`src/hw/rtl/tswr_pkg.sv`:
```
package tswr_pkg;

	localparam int QUEUE_DEPTH_DEF  = 64;
	localparam int MAX_SEGMENTS_DEF = 64;

	localparam logic [15:0] RTO_RESET    = 16'd1000;
	localparam logic [10:0] MAXPAY_RESET = 11'd1000;

	localparam int IN_DATA_W  = 88;
	localparam int OUT_DATA_W = 72;

	typedef enum logic [1:0] {
		OP_PUSH  = 2'd0,
		OP_ACK   = 2'd1,
		OP_TICK  = 2'd2,
		OP_EMPTY = 2'd3
	} op_t;

	typedef enum logic [1:0] {
		CFG_ISN     = 2'd0,
		CFG_RTO     = 2'd1,
		CFG_MAXPAY  = 2'd2,
		CFG_NONE    = 2'd3
	} cfg_idx_t;

	typedef enum logic [3:0] {
		ST_IDLE,
		ST_DECODE,
		ST_PUSH,
		ST_ACK_UNW,
		ST_ACK_CHK,
		ST_ACK_RD,
		ST_ACK_POP,
		ST_TICK_ADD,
		ST_TICK_CHK,
		ST_EMPTY
	} state_t;

	// one outstanding segment as kept in the queue
	typedef struct packed {
		logic [31:0] seqno;
		logic [10:0] payload;
		logic        syn;
		logic        fin;
		logic        rst;
	} q_ent_t;

	typedef struct packed {
		logic [31:0] seqno;
		logic        syn;
		logic        fin;
		logic        rst;
		logic [10:0] payload;
		logic        retx;
		logic        last;
		logic [16:0] in_flight;
		logic [7:0]  retx_count;
	} res_t;

	typedef struct packed {
		logic load_in;
		logic push_step;
		logic push_flush;
		logic ack_rst;
		logic ack_win;
		logic ack_unwrap;
		logic ack_commit;
		logic q_rd;
		logic q_pop;
		logic tick_add;
		logic tick_fire;
		logic empty_fire;
	} cmd_t;

	typedef struct packed {
		op_t  op;
		logic ackno_valid;
		logic peer_reset;
		logic seg_ok;
		logic stg_valid;
		logic out_free;
		logic q_empty;
		logic ack_in_range;
		logic pop_ok;
		logic timer_exp;
	} sts_t;

endpackage

```
`src/hw/rtl/tswr_ctrl.sv`:
```
module tswr_ctrl (
	input  logic            clk,
	input  logic            arst_n,
	input  logic            in_valid,
	output logic            in_ready,
	input  tswr_pkg::sts_t  sts,
	output tswr_pkg::cmd_t  cmd
);

	tswr_pkg::state_t state_q, state_d;

	always_ff @(posedge clk or negedge arst_n) begin
		if (!arst_n) begin
			state_q <= tswr_pkg::ST_IDLE;
		end else begin
			state_q <= state_d;
		end
	end

	always_comb begin
		state_d = state_q;
		case (state_q)
			tswr_pkg::ST_IDLE: begin
				if (in_valid) state_d = tswr_pkg::ST_DECODE;
			end
			tswr_pkg::ST_DECODE: begin
				case (sts.op)
					tswr_pkg::OP_PUSH: state_d = tswr_pkg::ST_PUSH;
					tswr_pkg::OP_ACK: begin
						if (!sts.peer_reset && sts.ackno_valid) state_d = tswr_pkg::ST_ACK_UNW;
						else state_d = tswr_pkg::ST_IDLE;
					end
					tswr_pkg::OP_TICK: state_d = tswr_pkg::ST_TICK_ADD;
					default: state_d = tswr_pkg::ST_EMPTY;
				endcase
			end
			tswr_pkg::ST_PUSH: begin
				if (sts.out_free && !sts.seg_ok) state_d = tswr_pkg::ST_IDLE;
			end
			tswr_pkg::ST_ACK_UNW: state_d = tswr_pkg::ST_ACK_CHK;
			tswr_pkg::ST_ACK_CHK: begin
				state_d = sts.ack_in_range ? tswr_pkg::ST_ACK_RD : tswr_pkg::ST_IDLE;
			end
			tswr_pkg::ST_ACK_RD: begin
				state_d = sts.q_empty ? tswr_pkg::ST_IDLE : tswr_pkg::ST_ACK_POP;
			end
			tswr_pkg::ST_ACK_POP: begin
				state_d = sts.pop_ok ? tswr_pkg::ST_ACK_RD : tswr_pkg::ST_IDLE;
			end
			tswr_pkg::ST_TICK_ADD: begin
				state_d = sts.q_empty ? tswr_pkg::ST_IDLE : tswr_pkg::ST_TICK_CHK;
			end
			tswr_pkg::ST_TICK_CHK: begin
				if (!sts.timer_exp || sts.out_free) state_d = tswr_pkg::ST_IDLE;
			end
			tswr_pkg::ST_EMPTY: begin
				if (sts.out_free) state_d = tswr_pkg::ST_IDLE;
			end
			default: state_d = tswr_pkg::ST_IDLE;
		endcase
	end

	always_comb begin
		cmd = '0;
		in_ready = 1'b0;
		case (state_q)
			tswr_pkg::ST_IDLE: begin
				in_ready = 1'b1;
				cmd.load_in = in_valid;
			end
			tswr_pkg::ST_DECODE: begin
				if (sts.op == tswr_pkg::OP_ACK) begin
					cmd.ack_rst = sts.peer_reset;
					cmd.ack_win = !sts.peer_reset;
				end
			end
			tswr_pkg::ST_PUSH: begin
				if (sts.out_free) begin
					cmd.push_step  = sts.seg_ok;
					cmd.push_flush = !sts.seg_ok && sts.stg_valid;
				end
			end
			tswr_pkg::ST_ACK_UNW: cmd.ack_unwrap = 1'b1;
			tswr_pkg::ST_ACK_CHK: cmd.ack_commit = sts.ack_in_range;
			tswr_pkg::ST_ACK_RD:  cmd.q_rd = !sts.q_empty;
			tswr_pkg::ST_ACK_POP: cmd.q_pop = sts.pop_ok;
			tswr_pkg::ST_TICK_ADD: begin
				cmd.tick_add = !sts.q_empty;
				cmd.q_rd     = !sts.q_empty;
			end
			tswr_pkg::ST_TICK_CHK: cmd.tick_fire = sts.timer_exp && sts.out_free;
			tswr_pkg::ST_EMPTY:    cmd.empty_fire = sts.out_free;
			default: cmd = '0;
		endcase
	end

endmodule

```
`src/hw/rtl/tswr_dp.sv`:
```
module tswr_dp #(
	parameter int QUEUE_DEPTH  = tswr_pkg::QUEUE_DEPTH_DEF,
	parameter int MAX_SEGMENTS = tswr_pkg::MAX_SEGMENTS_DEF
) (
	input  logic                              clk,
	input  logic                              arst_n,
	input  logic                              cfg_we,
	input  logic [1:0]                        cfg_idx,
	input  logic [31:0]                       cfg_data,
	input  logic [1:0]                        in_op,
	input  logic [tswr_pkg::IN_DATA_W-1:0]    in_data,
	input  logic                              out_ready,
	output logic                              out_valid,
	output tswr_pkg::res_t                    res,
	input  tswr_pkg::cmd_t                    cmd,
	output tswr_pkg::sts_t                    sts
);

	localparam int AW = (QUEUE_DEPTH > 1) ? $clog2(QUEUE_DEPTH) : 1;
	localparam int CW = $clog2(QUEUE_DEPTH + 1);
	localparam int NW = $clog2(MAX_SEGMENTS + 1);

	// config
	logic [31:0] isn_q;
	logic [15:0] init_rto_q;
	logic [10:0] max_pay_q;

	// latched input
	logic [1:0]  op_q;
	logic        ackv_q, prst_q, fin_in_q, serr_q;
	logic [31:0] ackno_q;
	logic [15:0] win_in_q, el_q;

	// protocol state
	logic [63:0] next_q, last_ack_q, ack_q;
	logic [16:0] flight_q, dist_q;
	logic [15:0] pw_q, avail_q;
	logic        syn_q, fin_q, err_q, in_range_q;
	logic [31:0] timer_q, rto_q;
	logic [7:0]  retry_q;
	logic [NW-1:0] nseg_q;

	// queue
	tswr_pkg::q_ent_t mem [QUEUE_DEPTH];
	tswr_pkg::q_ent_t rd_q;
	logic [AW-1:0] head_q, tail_q;
	logic [CW-1:0] cnt_q;

	// output staging
	tswr_pkg::res_t stg_q, out_q;
	logic           stg_v_q, out_v_q;

	logic out_free;
	assign out_free = !out_v_q || out_ready;

	function automatic logic [AW-1:0] ptr_inc(input logic [AW-1:0] p);
		return (p == AW'(QUEUE_DEPTH - 1)) ? '0 : p + 1'b1;
	endfunction

	// push: next segment from current state
	logic [16:0] win, rest0, rest1, add, rest2;
	logic [15:0] avail_left;
	logic        room, seg_fin, seg_syn, seg_ok;
	logic [11:0] seg_len;

	always_comb begin
		win   = (pw_q == '0) ? 17'd1 : {1'b0, pw_q};
		room  = win > flight_q;
		rest0 = win - flight_q;
		seg_syn = !syn_q;
		rest1 = seg_syn ? rest0 - 17'd1 : rest0;
		add   = rest1;
		if ({1'b0, avail_q} < add) add = {1'b0, avail_q};
		if ({6'd0, max_pay_q} < add) add = {6'd0, max_pay_q};
		rest2      = rest1 - add;
		avail_left = avail_q - add[15:0];
		seg_fin    = (rest2 != '0) && fin_in_q && (avail_left == '0);
		seg_len    = {1'b0, add[10:0]} + {11'd0, seg_syn} + {11'd0, seg_fin};
		seg_ok     = room && !fin_q && (nseg_q < NW'(MAX_SEGMENTS))
		             && (cnt_q < CW'(QUEUE_DEPTH)) && (seg_len != '0);
	end

	// ack unwrap against next_q
	logic [31:0] ack_off;
	logic [63:0] cand, ack_un;
	always_comb begin
		ack_off = ackno_q - isn_q;
		cand    = {next_q[63:32], ack_off};
		ack_un  = cand;
		if ((cand > next_q + 64'h8000_0000) && (cand[63:32] != '0))
			ack_un = {cand[63:32] - 32'd1, ack_off};
		else if (cand + 64'h8000_0000 < next_q)
			ack_un = {cand[63:32] + 32'd1, ack_off};
	end

	logic [11:0] rd_len;
	logic [16:0] flight_after;
	logic [32:0] timer_sum;
	logic [31:0] rto_dbl;
	logic [7:0]  retry_inc;
	assign rd_len       = {1'b0, rd_q.payload} + {11'd0, rd_q.syn} + {11'd0, rd_q.fin};
	assign flight_after = flight_q - {5'd0, rd_len};
	assign timer_sum    = {1'b0, timer_q} + {17'd0, el_q};
	assign rto_dbl      = rto_q[31] ? '1 : {rto_q[30:0], 1'b0};
	assign retry_inc    = (retry_q == 8'hFF) ? retry_q : retry_q + 8'd1;

	tswr_pkg::res_t new_seg;
	always_comb begin
		new_seg.seqno      = next_q[31:0] + isn_q;
		new_seg.syn        = seg_syn;
		new_seg.fin        = seg_fin;
		new_seg.rst        = err_q || serr_q;
		new_seg.payload    = add[10:0];
		new_seg.retx       = 1'b0;
		new_seg.last       = 1'b0;
		new_seg.in_flight  = flight_q + {5'd0, seg_len};
		new_seg.retx_count = retry_q;
	end

	// staged last segment of a push, marked as the end of the item
	tswr_pkg::res_t flush_res;
	always_comb begin
		flush_res      = stg_q;
		flush_res.last = 1'b1;
	end

	logic out_load;
	assign out_load = (cmd.push_step && stg_v_q) || cmd.push_flush || cmd.tick_fire
	                  || cmd.empty_fire;

	always_ff @(posedge clk or negedge arst_n) begin
		if (!arst_n) begin
			isn_q      <= '0;
			init_rto_q <= tswr_pkg::RTO_RESET;
			max_pay_q  <= tswr_pkg::MAXPAY_RESET;
			next_q     <= '0;
			last_ack_q <= '0;
			flight_q   <= '0;
			pw_q       <= 16'd1;
			syn_q      <= 1'b0;
			fin_q      <= 1'b0;
			err_q      <= 1'b0;
			timer_q    <= '0;
			rto_q      <= {16'd0, tswr_pkg::RTO_RESET};
			retry_q    <= '0;
			head_q     <= '0;
			tail_q     <= '0;
			cnt_q      <= '0;
			stg_v_q    <= 1'b0;
			out_v_q    <= 1'b0;
		end else begin
			if (cfg_we) begin
				case (tswr_pkg::cfg_idx_t'(cfg_idx))
					tswr_pkg::CFG_ISN:    isn_q      <= cfg_data;
					tswr_pkg::CFG_RTO:    init_rto_q <= cfg_data[15:0];
					tswr_pkg::CFG_MAXPAY: max_pay_q  <= cfg_data[10:0];
					default: ;
				endcase
			end
			if (out_load) out_v_q <= 1'b1;
			else if (out_ready) out_v_q <= 1'b0;
			if (cmd.push_step) begin
				stg_v_q <= 1'b1;
				tail_q  <= ptr_inc(tail_q);
				cnt_q   <= cnt_q + 1'b1;
				if (seg_fin) fin_q <= 1'b1;
				if (seg_syn) syn_q <= 1'b1;
				flight_q <= new_seg.in_flight;
				next_q   <= next_q + {52'd0, seg_len};
			end
			if (cmd.push_flush) stg_v_q <= 1'b0;
			if (cmd.ack_rst) err_q <= 1'b1;
			if (cmd.ack_win) pw_q <= win_in_q;
			if (cmd.ack_commit) begin
				timer_q    <= '0;
				retry_q    <= '0;
				rto_q      <= {16'd0, init_rto_q};
				last_ack_q <= ack_q;
			end
			if (cmd.q_pop) begin
				flight_q <= flight_after;
				head_q   <= ptr_inc(head_q);
				cnt_q    <= cnt_q - 1'b1;
			end
			if (cmd.tick_add) timer_q <= timer_sum[32] ? '1 : timer_sum[31:0];
			if (cmd.tick_fire) begin
				timer_q <= '0;
				if (pw_q != '0) begin
					rto_q   <= rto_dbl;
					retry_q <= retry_inc;
				end
			end
		end
	end

	// payload registers
	always_ff @(posedge clk) begin
		if (cmd.load_in) begin
			op_q     <= in_op;
			ackv_q   <= in_data[0];
			ackno_q  <= in_data[32:1];
			win_in_q <= in_data[48:33];
			prst_q   <= in_data[49];
			avail_q  <= in_data[65:50];
			fin_in_q <= in_data[66];
			serr_q   <= in_data[67];
			el_q     <= in_data[83:68];
			nseg_q   <= '0;
		end
		if (cmd.push_step) begin
			// queue keeps the unwrapped low bits; the isn is added on resend
			mem[tail_q] <= '{seqno: next_q[31:0], payload: new_seg.payload,
			                 syn: new_seg.syn, fin: new_seg.fin, rst: new_seg.rst};
			avail_q <= avail_left;
			nseg_q  <= nseg_q + 1'b1;
			stg_q   <= new_seg;
			if (stg_v_q) out_q <= stg_q;
		end
		if (cmd.push_flush) out_q <= flush_res;
		if (cmd.ack_unwrap) ack_q <= ack_un;
		if (cmd.ack_unwrap) in_range_q <= 1'b0;
		if (cmd.ack_unwrap) dist_q <= '0;
		if (cmd.ack_commit) dist_q <= next_q[16:0] - ack_q[16:0];
		if (cmd.q_rd) rd_q <= mem[head_q];
		if (cmd.tick_fire) begin
			out_q.seqno      <= rd_q.seqno + isn_q;
			out_q.syn        <= rd_q.syn;
			out_q.fin        <= rd_q.fin;
			out_q.rst        <= rd_q.rst;
			out_q.payload    <= rd_q.payload;
			out_q.retx       <= 1'b1;
			out_q.last       <= 1'b1;
			out_q.in_flight  <= flight_q;
			out_q.retx_count <= (pw_q != '0) ? retry_inc : retry_q;
		end
		if (cmd.empty_fire) begin
			out_q.seqno      <= next_q[31:0] + isn_q;
			out_q.syn        <= 1'b0;
			out_q.fin        <= 1'b0;
			out_q.rst        <= err_q || serr_q;
			out_q.payload    <= '0;
			out_q.retx       <= 1'b0;
			out_q.last       <= 1'b1;
			out_q.in_flight  <= flight_q;
			out_q.retx_count <= retry_q;
		end
	end

	logic ack_ok;
	assign ack_ok = !(ack_q > next_q) && (ack_q > last_ack_q);

	assign out_valid = out_v_q;
	assign res       = out_q;

	always_comb begin
		sts.op           = tswr_pkg::op_t'(op_q);
		sts.ackno_valid  = ackv_q;
		sts.peer_reset   = prst_q;
		sts.seg_ok       = seg_ok;
		sts.stg_valid    = stg_v_q;
		sts.out_free     = out_free;
		sts.q_empty      = (cnt_q == '0);
		sts.ack_in_range = ack_ok && !in_range_q;
		sts.pop_ok       = flight_after >= dist_q && flight_q >= {5'd0, rd_len};
		sts.timer_exp    = timer_q >= rto_q;
	end

	a_cnt_bound: assert property (@(posedge clk) disable iff (!arst_n)
		cnt_q <= CW'(QUEUE_DEPTH))
		else $error("queue count beyond depth");

	a_flight_cnt: assert property (@(posedge clk) disable iff (!arst_n)
		(cnt_q == '0) == (flight_q == '0))
		else $error("flight and queue occupancy disagree");

	a_fin_sticky: assert property (@(posedge clk) disable iff (!arst_n)
		fin_q |=> fin_q)
		else $error("fin_done cleared");

	a_load_free: assert property (@(posedge clk) disable iff (!arst_n)
		(cmd.tick_fire || cmd.empty_fire || cmd.push_flush) |-> out_free)
		else $error("result loaded over a waiting result");

endmodule

```
`src/hw/rtl/tcp_sender_window_retransmit_core.sv`:
```
// Channel   Dir  Handshake                  Payload
// s_axis    in   s_axis_tvalid/tready       tdata: input fields, tuser: op
// m_axis    out  m_axis_tvalid/tready       tdata: segment, tuser: retransmit, tlast
// cfg       in   cfg_we (no wait)           cfg_idx, cfg_data
//
// Push: latch, decode, a step per segment, then flush the last one or find none.
// Ack: ends after decode on peer reset or no ackno, after the range check if stale
// or out of range; if taken, each acked entry is read and popped (registered read).
// Tick: on a non-empty queue, a timer add and then an expiry check. One at a time.
// Reset: arst_n clears control and protocol state; queue contents are not cleared.
// A stalled m_axis holds every push step, a resend and an empty message result;
// the next input is taken while the last result of an item still waits.
module tcp_sender_window_retransmit_core #(
	parameter int QUEUE_DEPTH  = tswr_pkg::QUEUE_DEPTH_DEF,
	parameter int MAX_SEGMENTS = tswr_pkg::MAX_SEGMENTS_DEF
) (
	input  logic                           clk,
	input  logic                           arst_n,
	input  logic                           cfg_we,
	input  logic [1:0]                     cfg_idx,
	input  logic [31:0]                    cfg_data,
	input  logic                           s_axis_tvalid,
	output logic                           s_axis_tready,
	// ackno_valid, ackno, window, peer_reset, bytes_available,
	// stream_finished, stream_error, elapsed_ms, zero pad
	input  logic [tswr_pkg::IN_DATA_W-1:0] s_axis_tdata,
	input  logic [1:0]                     s_axis_tuser,   // op
	output logic                           m_axis_tvalid,
	input  logic                           m_axis_tready,
	// seg_seqno, seg_syn, seg_fin, seg_rst, payload_len, in_flight,
	// retx_count, zero pad
	output logic [tswr_pkg::OUT_DATA_W-1:0] m_axis_tdata,
	output logic                           m_axis_tuser,   // is_retransmit
	output logic                           m_axis_tlast
);

	tswr_pkg::cmd_t cmd;
	tswr_pkg::sts_t sts;
	tswr_pkg::res_t res;

	tswr_ctrl u_ctrl (
		.clk      (clk),
		.arst_n   (arst_n),
		.in_valid (s_axis_tvalid),
		.in_ready (s_axis_tready),
		.sts      (sts),
		.cmd      (cmd)
	);

	tswr_dp #(
		.QUEUE_DEPTH  (QUEUE_DEPTH),
		.MAX_SEGMENTS (MAX_SEGMENTS)
	) u_dp (
		.clk       (clk),
		.arst_n    (arst_n),
		.cfg_we    (cfg_we),
		.cfg_idx   (cfg_idx),
		.cfg_data  (cfg_data),
		.in_op     (s_axis_tuser),
		.in_data   (s_axis_tdata),
		.out_ready (m_axis_tready),
		.out_valid (m_axis_tvalid),
		.res       (res),
		.cmd       (cmd),
		.sts       (sts)
	);

	assign m_axis_tdata = {1'b0, res.retx_count, res.in_flight, res.payload,
	                       res.rst, res.fin, res.syn, res.seqno};
	assign m_axis_tuser = res.retx;
	assign m_axis_tlast = res.last;

endmodule

```
`config.mk`:
```
export PLATFORM = sky130hd
export DESIGN_NAME = tcp_sender_window_retransmit_core
export DESIGN_NICKNAME = d
export VERILOG_FILES = /design/src/hw/rtl/tswr_pkg.sv /design/src/hw/rtl/tswr_ctrl.sv /design/src/hw/rtl/tswr_dp.sv /design/src/hw/rtl/tcp_sender_window_retransmit_core.sv
export SDC_FILE = /design/constraint.sdc
export NUM_CORES = 2
export LEC_CHECK = 0
export ABC_AREA = 1
export BUFFER_PORTS_ARGS = -buffer_cell sky130_fd_sc_hd__buf_2
export CAP_MARGIN = 20
export CORE_ASPECT_RATIO = 0.6
export CORE_MARGIN = 2
export CORE_UTILIZATION = 30
export CTS_CLUSTER_SIZE = 8
export DETAILED_ROUTE_END_ITERATION = 10
export MAX_ROUTING_LAYER = met4
export PLACE_DENSITY = 0.5
export SYNTH_ARGS = -nofsm -noshare
export SYNTH_HDL_FRONTEND = slang
export SYNTH_SLANG_ARGS = --single-unit
```
`constraint.sdc`:
```
create_clock -name clk -period 15.3 [get_ports clk]
set_input_delay 2.295 -clock clk [delete_from_list [all_inputs] [get_ports clk]]
set_output_delay 2.295 -clock clk [all_outputs]
set_load 0.03 [all_outputs]
```
==> metrics.md <==
| Metric | Value |
|---|---|
| Result of the run | completed |
| Main synth FF type | edfxtp_1 |
| Worst-case headroom to the max-slew limit | 20.8% |
| Synth Instances | ~14k |
| Post-synthesis cell type count | 73 |
| Starting Density | 30.1% |
| Most common cell after layout, fill and taps aside | edfxtp_1 |
| Routed Antenna Nets | 0 |
| Hold WC Path Type | flip-flop to flip-flop |
| Total Nets Final | 14.9k |
| Chip width | between 900 and 1000 um |
| Worst path max stage delay | 0.50 ns |
| Beginning of the critical path | u_dp.pw_q[13] |
| First-pass GRT wire length | 798000 um |
| Design area | 186000 um2 |
| Cell area after synthesis | about 160000 um2 |
| Launching element type of the critical path | flip-flop |
| Gates resized, CTS repair | 0 |
| Data arrival time of the critical path | 15.10 ns |
| Final Critical Period | 14.24 ns |
| Power per cell area | 172 nW/um2 |
| Number of flops mapped to enable cells by yosys | 3293 |
| Average wire per cell in the routed design | 26.3 um |
| Ratio of cells with drive above 1 in the final layout | a little under a tenth |
| Worst Setup End Kind | flip-flop |
| Total routing resource utilization after global routing | 20.7% |
| CTS buffer count | about 530 |
| Number of buffers inserted for hold repair after clock tree synthesis | 0 |
| Vias in the first global route | 104k |
| Clock tree root driver cell | clkbuf_16 |
| Detailed-route DRC error count | 0 |
| Mean area per synthesized cell | 11.5 um2 |
| Core Rows | 208 |
| LEAKAGE | 66.1 nW |
| Number of fillers in the final layout | between 50k and 60k |
| CP max stage cell | a31oi_2 |
| Buffer depth of the longest clock path | 4 |
| Worst voltage drop across the vdd grid | 0.182 mV |
| Gate family responsible for the most delay along the worst path | simple AND/OR/NAND/NOR gates |
| Antenna violations before repair | 46 |
| Count of boundary I/O pins | 205 |
| Worst Path Required | 16.16 ns |
| Max-slew violations | 0 |
| Detailed-routing iteration count for the pre-antenna-repair pass | 9 |
| Critical path class | flip-flop to flip-flop |
| Std-Cell Core Area | between 500000 and 600000 um2 |
| Area Overhead vs Synth | 15.5% |
| Die boundary height | roughly 570 um |
| Launch point of the worst reg-to-reg path | u_dp.pw_q[13] |
| Sinks on Clock Net | 3628 |
| Worst Tran Pin Value | 1.18 ns |
| CTS HTree Levels | 6 |
| Gr ovfl total | 0 |
| Synthesis-stage register bit count | between 3k and 4k |
| I/O Buffers | 199 |
| GPL Wtd Cong | 0.970 |
| Max Clk Rate | 70.2 MHz |
| Number of violations of the max-capacitance limit | 0 |
| Clock slew seen by the registers of the worst setup and hold paths | approximately 0.060 ns |
| TritonCTS clock tree | done |
| Share of the core filled with cells | 34.7% |
| Detailed-placement wirelength estimate | 349000 um |
| Most prevalent standard cell on the critical path | nand2_1 |
| Vias | 115k |
| Period Utilization, post-route | between 90% and 100% |
| Via/cell ratio | 5.34 |
| Buffers plus inverters on the worst setup path | 12 |
| Share of the yosys chip area belonging to registers | 66.7% |
| Setup-failing EPs final | 0 |
| Worst Hold Launch | u_dp.retry_q[3] |
| Cell count after placement | 20.9k |
| Clk_lat worst skew | 0.96 ns |
| Commonest cells after routing, fill and taps aside | 3293 x edfxtp_1, 1907 x o21ai_0, 1903 x nor2_1 |
| Hold Fails Final Rpt | 0 |
| Synth Warn # | 0 |
| Buffers inserted during post-CTS setup optimization | 0 |
| Non-filler cells, final | around 22k |
| Fin Clk Skew | 0.0770 ns |
| Share of flip-flops with an asynchronous set or reset | under 10% |
| Die footprint | 542000 um2 |
| Instance area after placement | 171000 um2 |
| Maximum number of pins on one net before global-route repair | 173 |
| Max FO, Critical Path | 30 |
| Post-detailed-routing wire length | ~570000 um |
| Drt first-iter violations | 17.3k |
-- cells in the mapped netlist, drive strengths merged, types with 6 or more instances --
cell type / number / area [um2]
clkinv: 9 / 33.8
and2: 7 / 43.8
a211oi: 32 / 240
inv: 806 / 3030
o2111ai: 6 / 52.6
nand2: 1706 / 6460
nand3b: 16 / 124
dfrtp: 301 / 7530
dfstp: 19 / 499
o21bai: 14 / 105
ha: 469 / 5870
a21o: 13 / 97.6
o31ai: 12 / 90.1
nor4: 27 / 169
o221ai: 308 / 2700
dfxtp: 15 / 300
a31oi: 80 / 500
nor3b: 7 / 52.6
edfxtp: 3293 / 98900
a221o: 26 / 260
mux2: 16 / 180
o211ai: 112 / 841
nand3: 546 / 2760
xnor2: 60 / 526
a21oi: 410 / 2050
and3: 6 / 37.5
buf: 67 / 340
o22ai: 457 / 2860
o21ai: 1925 / 9630
nor3: 165 / 826
a221oi: 11 / 96.3
fa: 12 / 240
clkbuf: 711 / 2670
nand4: 113 / 713
xor2: 244 / 2140
nor2: 1917 / 7230
a32o: 14 / 140
or2: 7 / 43.8
-- per-layer routing --
layer	share of wire (%)	track usage [%]	vias to the layer above
li1	-	-	51200
met1	50	34.0	57700
met2	37	25.2	5769
met3	11	4.89	576
met4	1.4	3.30	0
met5	0	-	-
-- power breakdown --
group,leakage (nW),total (mW),switching [mW],internal [mW]
clock network,7.10,10.8,4.36,6.40
logic,24.1,9.38,6.70,2.68
registers,35.0,11.7,0.353,11.4
-- metrics by stage --
stage / hold WS [ns] / worst slack [ns] / total power [mW] / TNS, ns
6_report: 0.450 / 1.06 / 31.9 / 0
5_1_grt: 0.459 / -0.0117 / 33.5 / -0.0117
4_1_cts: 0.448 / 0.740 / 31.9 / 0
3_3_place_gp: 0.432 / 0.708 / 21.1 / 0
3_5_place_dp: 0.434 / 0.796 / 21.1 / 0
2_1_floorplan: 0.422 / -0.728 / 17.6 / -2094.63
-- final timing paths --
check / to / slack [ns] / depth (start not counted)
setup reg to reg: u_dp.next_q[32] / 1.06 / 83
min in group asynchronous: u_dp.flight_q[15] / 1.28 / 1
setup / recovery: u_dp.next_q[32] / 1.06 / 83
max in group asynchronous: u_dp.next_q[28] / 11.40 / 4
hold / removal: u_dp.flush_res[3] / 0.45 / 0
hold reg to reg: u_dp.flush_res[3] / 0.45 / 0
-- worst reg2reg max path, delay by kind of cell (launching register included) --
kind                       cells  cell delay, ns
buffers and inverters         12            1.49
xor gates and xnor gates       3            0.90
DFF                            1            0.40
adders and majority gates      8            2.29
AOI/OAI and AO/OA              9            2.00
and+or+nand+nor               51            7.12
-- cells by family (layout without fill, tap and decap cells) --
| kind of cell | after synthesis | count (layout) | synth area share (%) |
|---|---|---|---|
| AO/OA/AOI/OAI | 3452 | 3452 | 12.4 |
| XOR/XNOR | 304 | 304 | 1.66 |
| adder cells (fa/ha/maj) | 481 | 481 | 3.80 |
| buffers and inverters | 1593 | 2005 | 3.78 |
| flip-flops | 3628 | 3628 | 66.7 |
| multiplexers | 17 | 17 | 0.118 |
| other | 2 | 20 | 0.00467 |
| AND/OR/NAND/NOR | 4519 | 4519 | 11.5 |
-- flip-flops by register name (all words and copies together) (netlist names), 16 cells and up --
name             count
u_dp.dist_q         17
u_dp.ackno_q        32
u_dp.timer_q        32
u_dp.flight_q       17
u_dp.ack_q          64
u_dp.init_rto_q     16
u_dp.rto_q          32
u_dp.rd_q           46
u_dp.pw_q           16
u_dp.el_q           16
u_dp.isn_q          32
u_dp.last_ack_q     64
u_dp.next_q         64
u_dp.avail_q        16
u_dp.mem          2944
u_dp.flush_res      71
u_dp.win_in_q       16
u_dp.res            73
-- area by class of cell --
type                    count  area [um2]  area share [%]
multi-input cells        8781       47900            25.8
flip-flops and latches   3628      107000            57.8
diodes                     12        30.0          0.0162
clock buffers             648       14100            7.58
well taps                7140        8930            4.81
inverters                 815        3100            1.67
repair buffers            506        3760            2.03
clock inverters            36         526           0.283
Power figures use the tool's default switching activity.
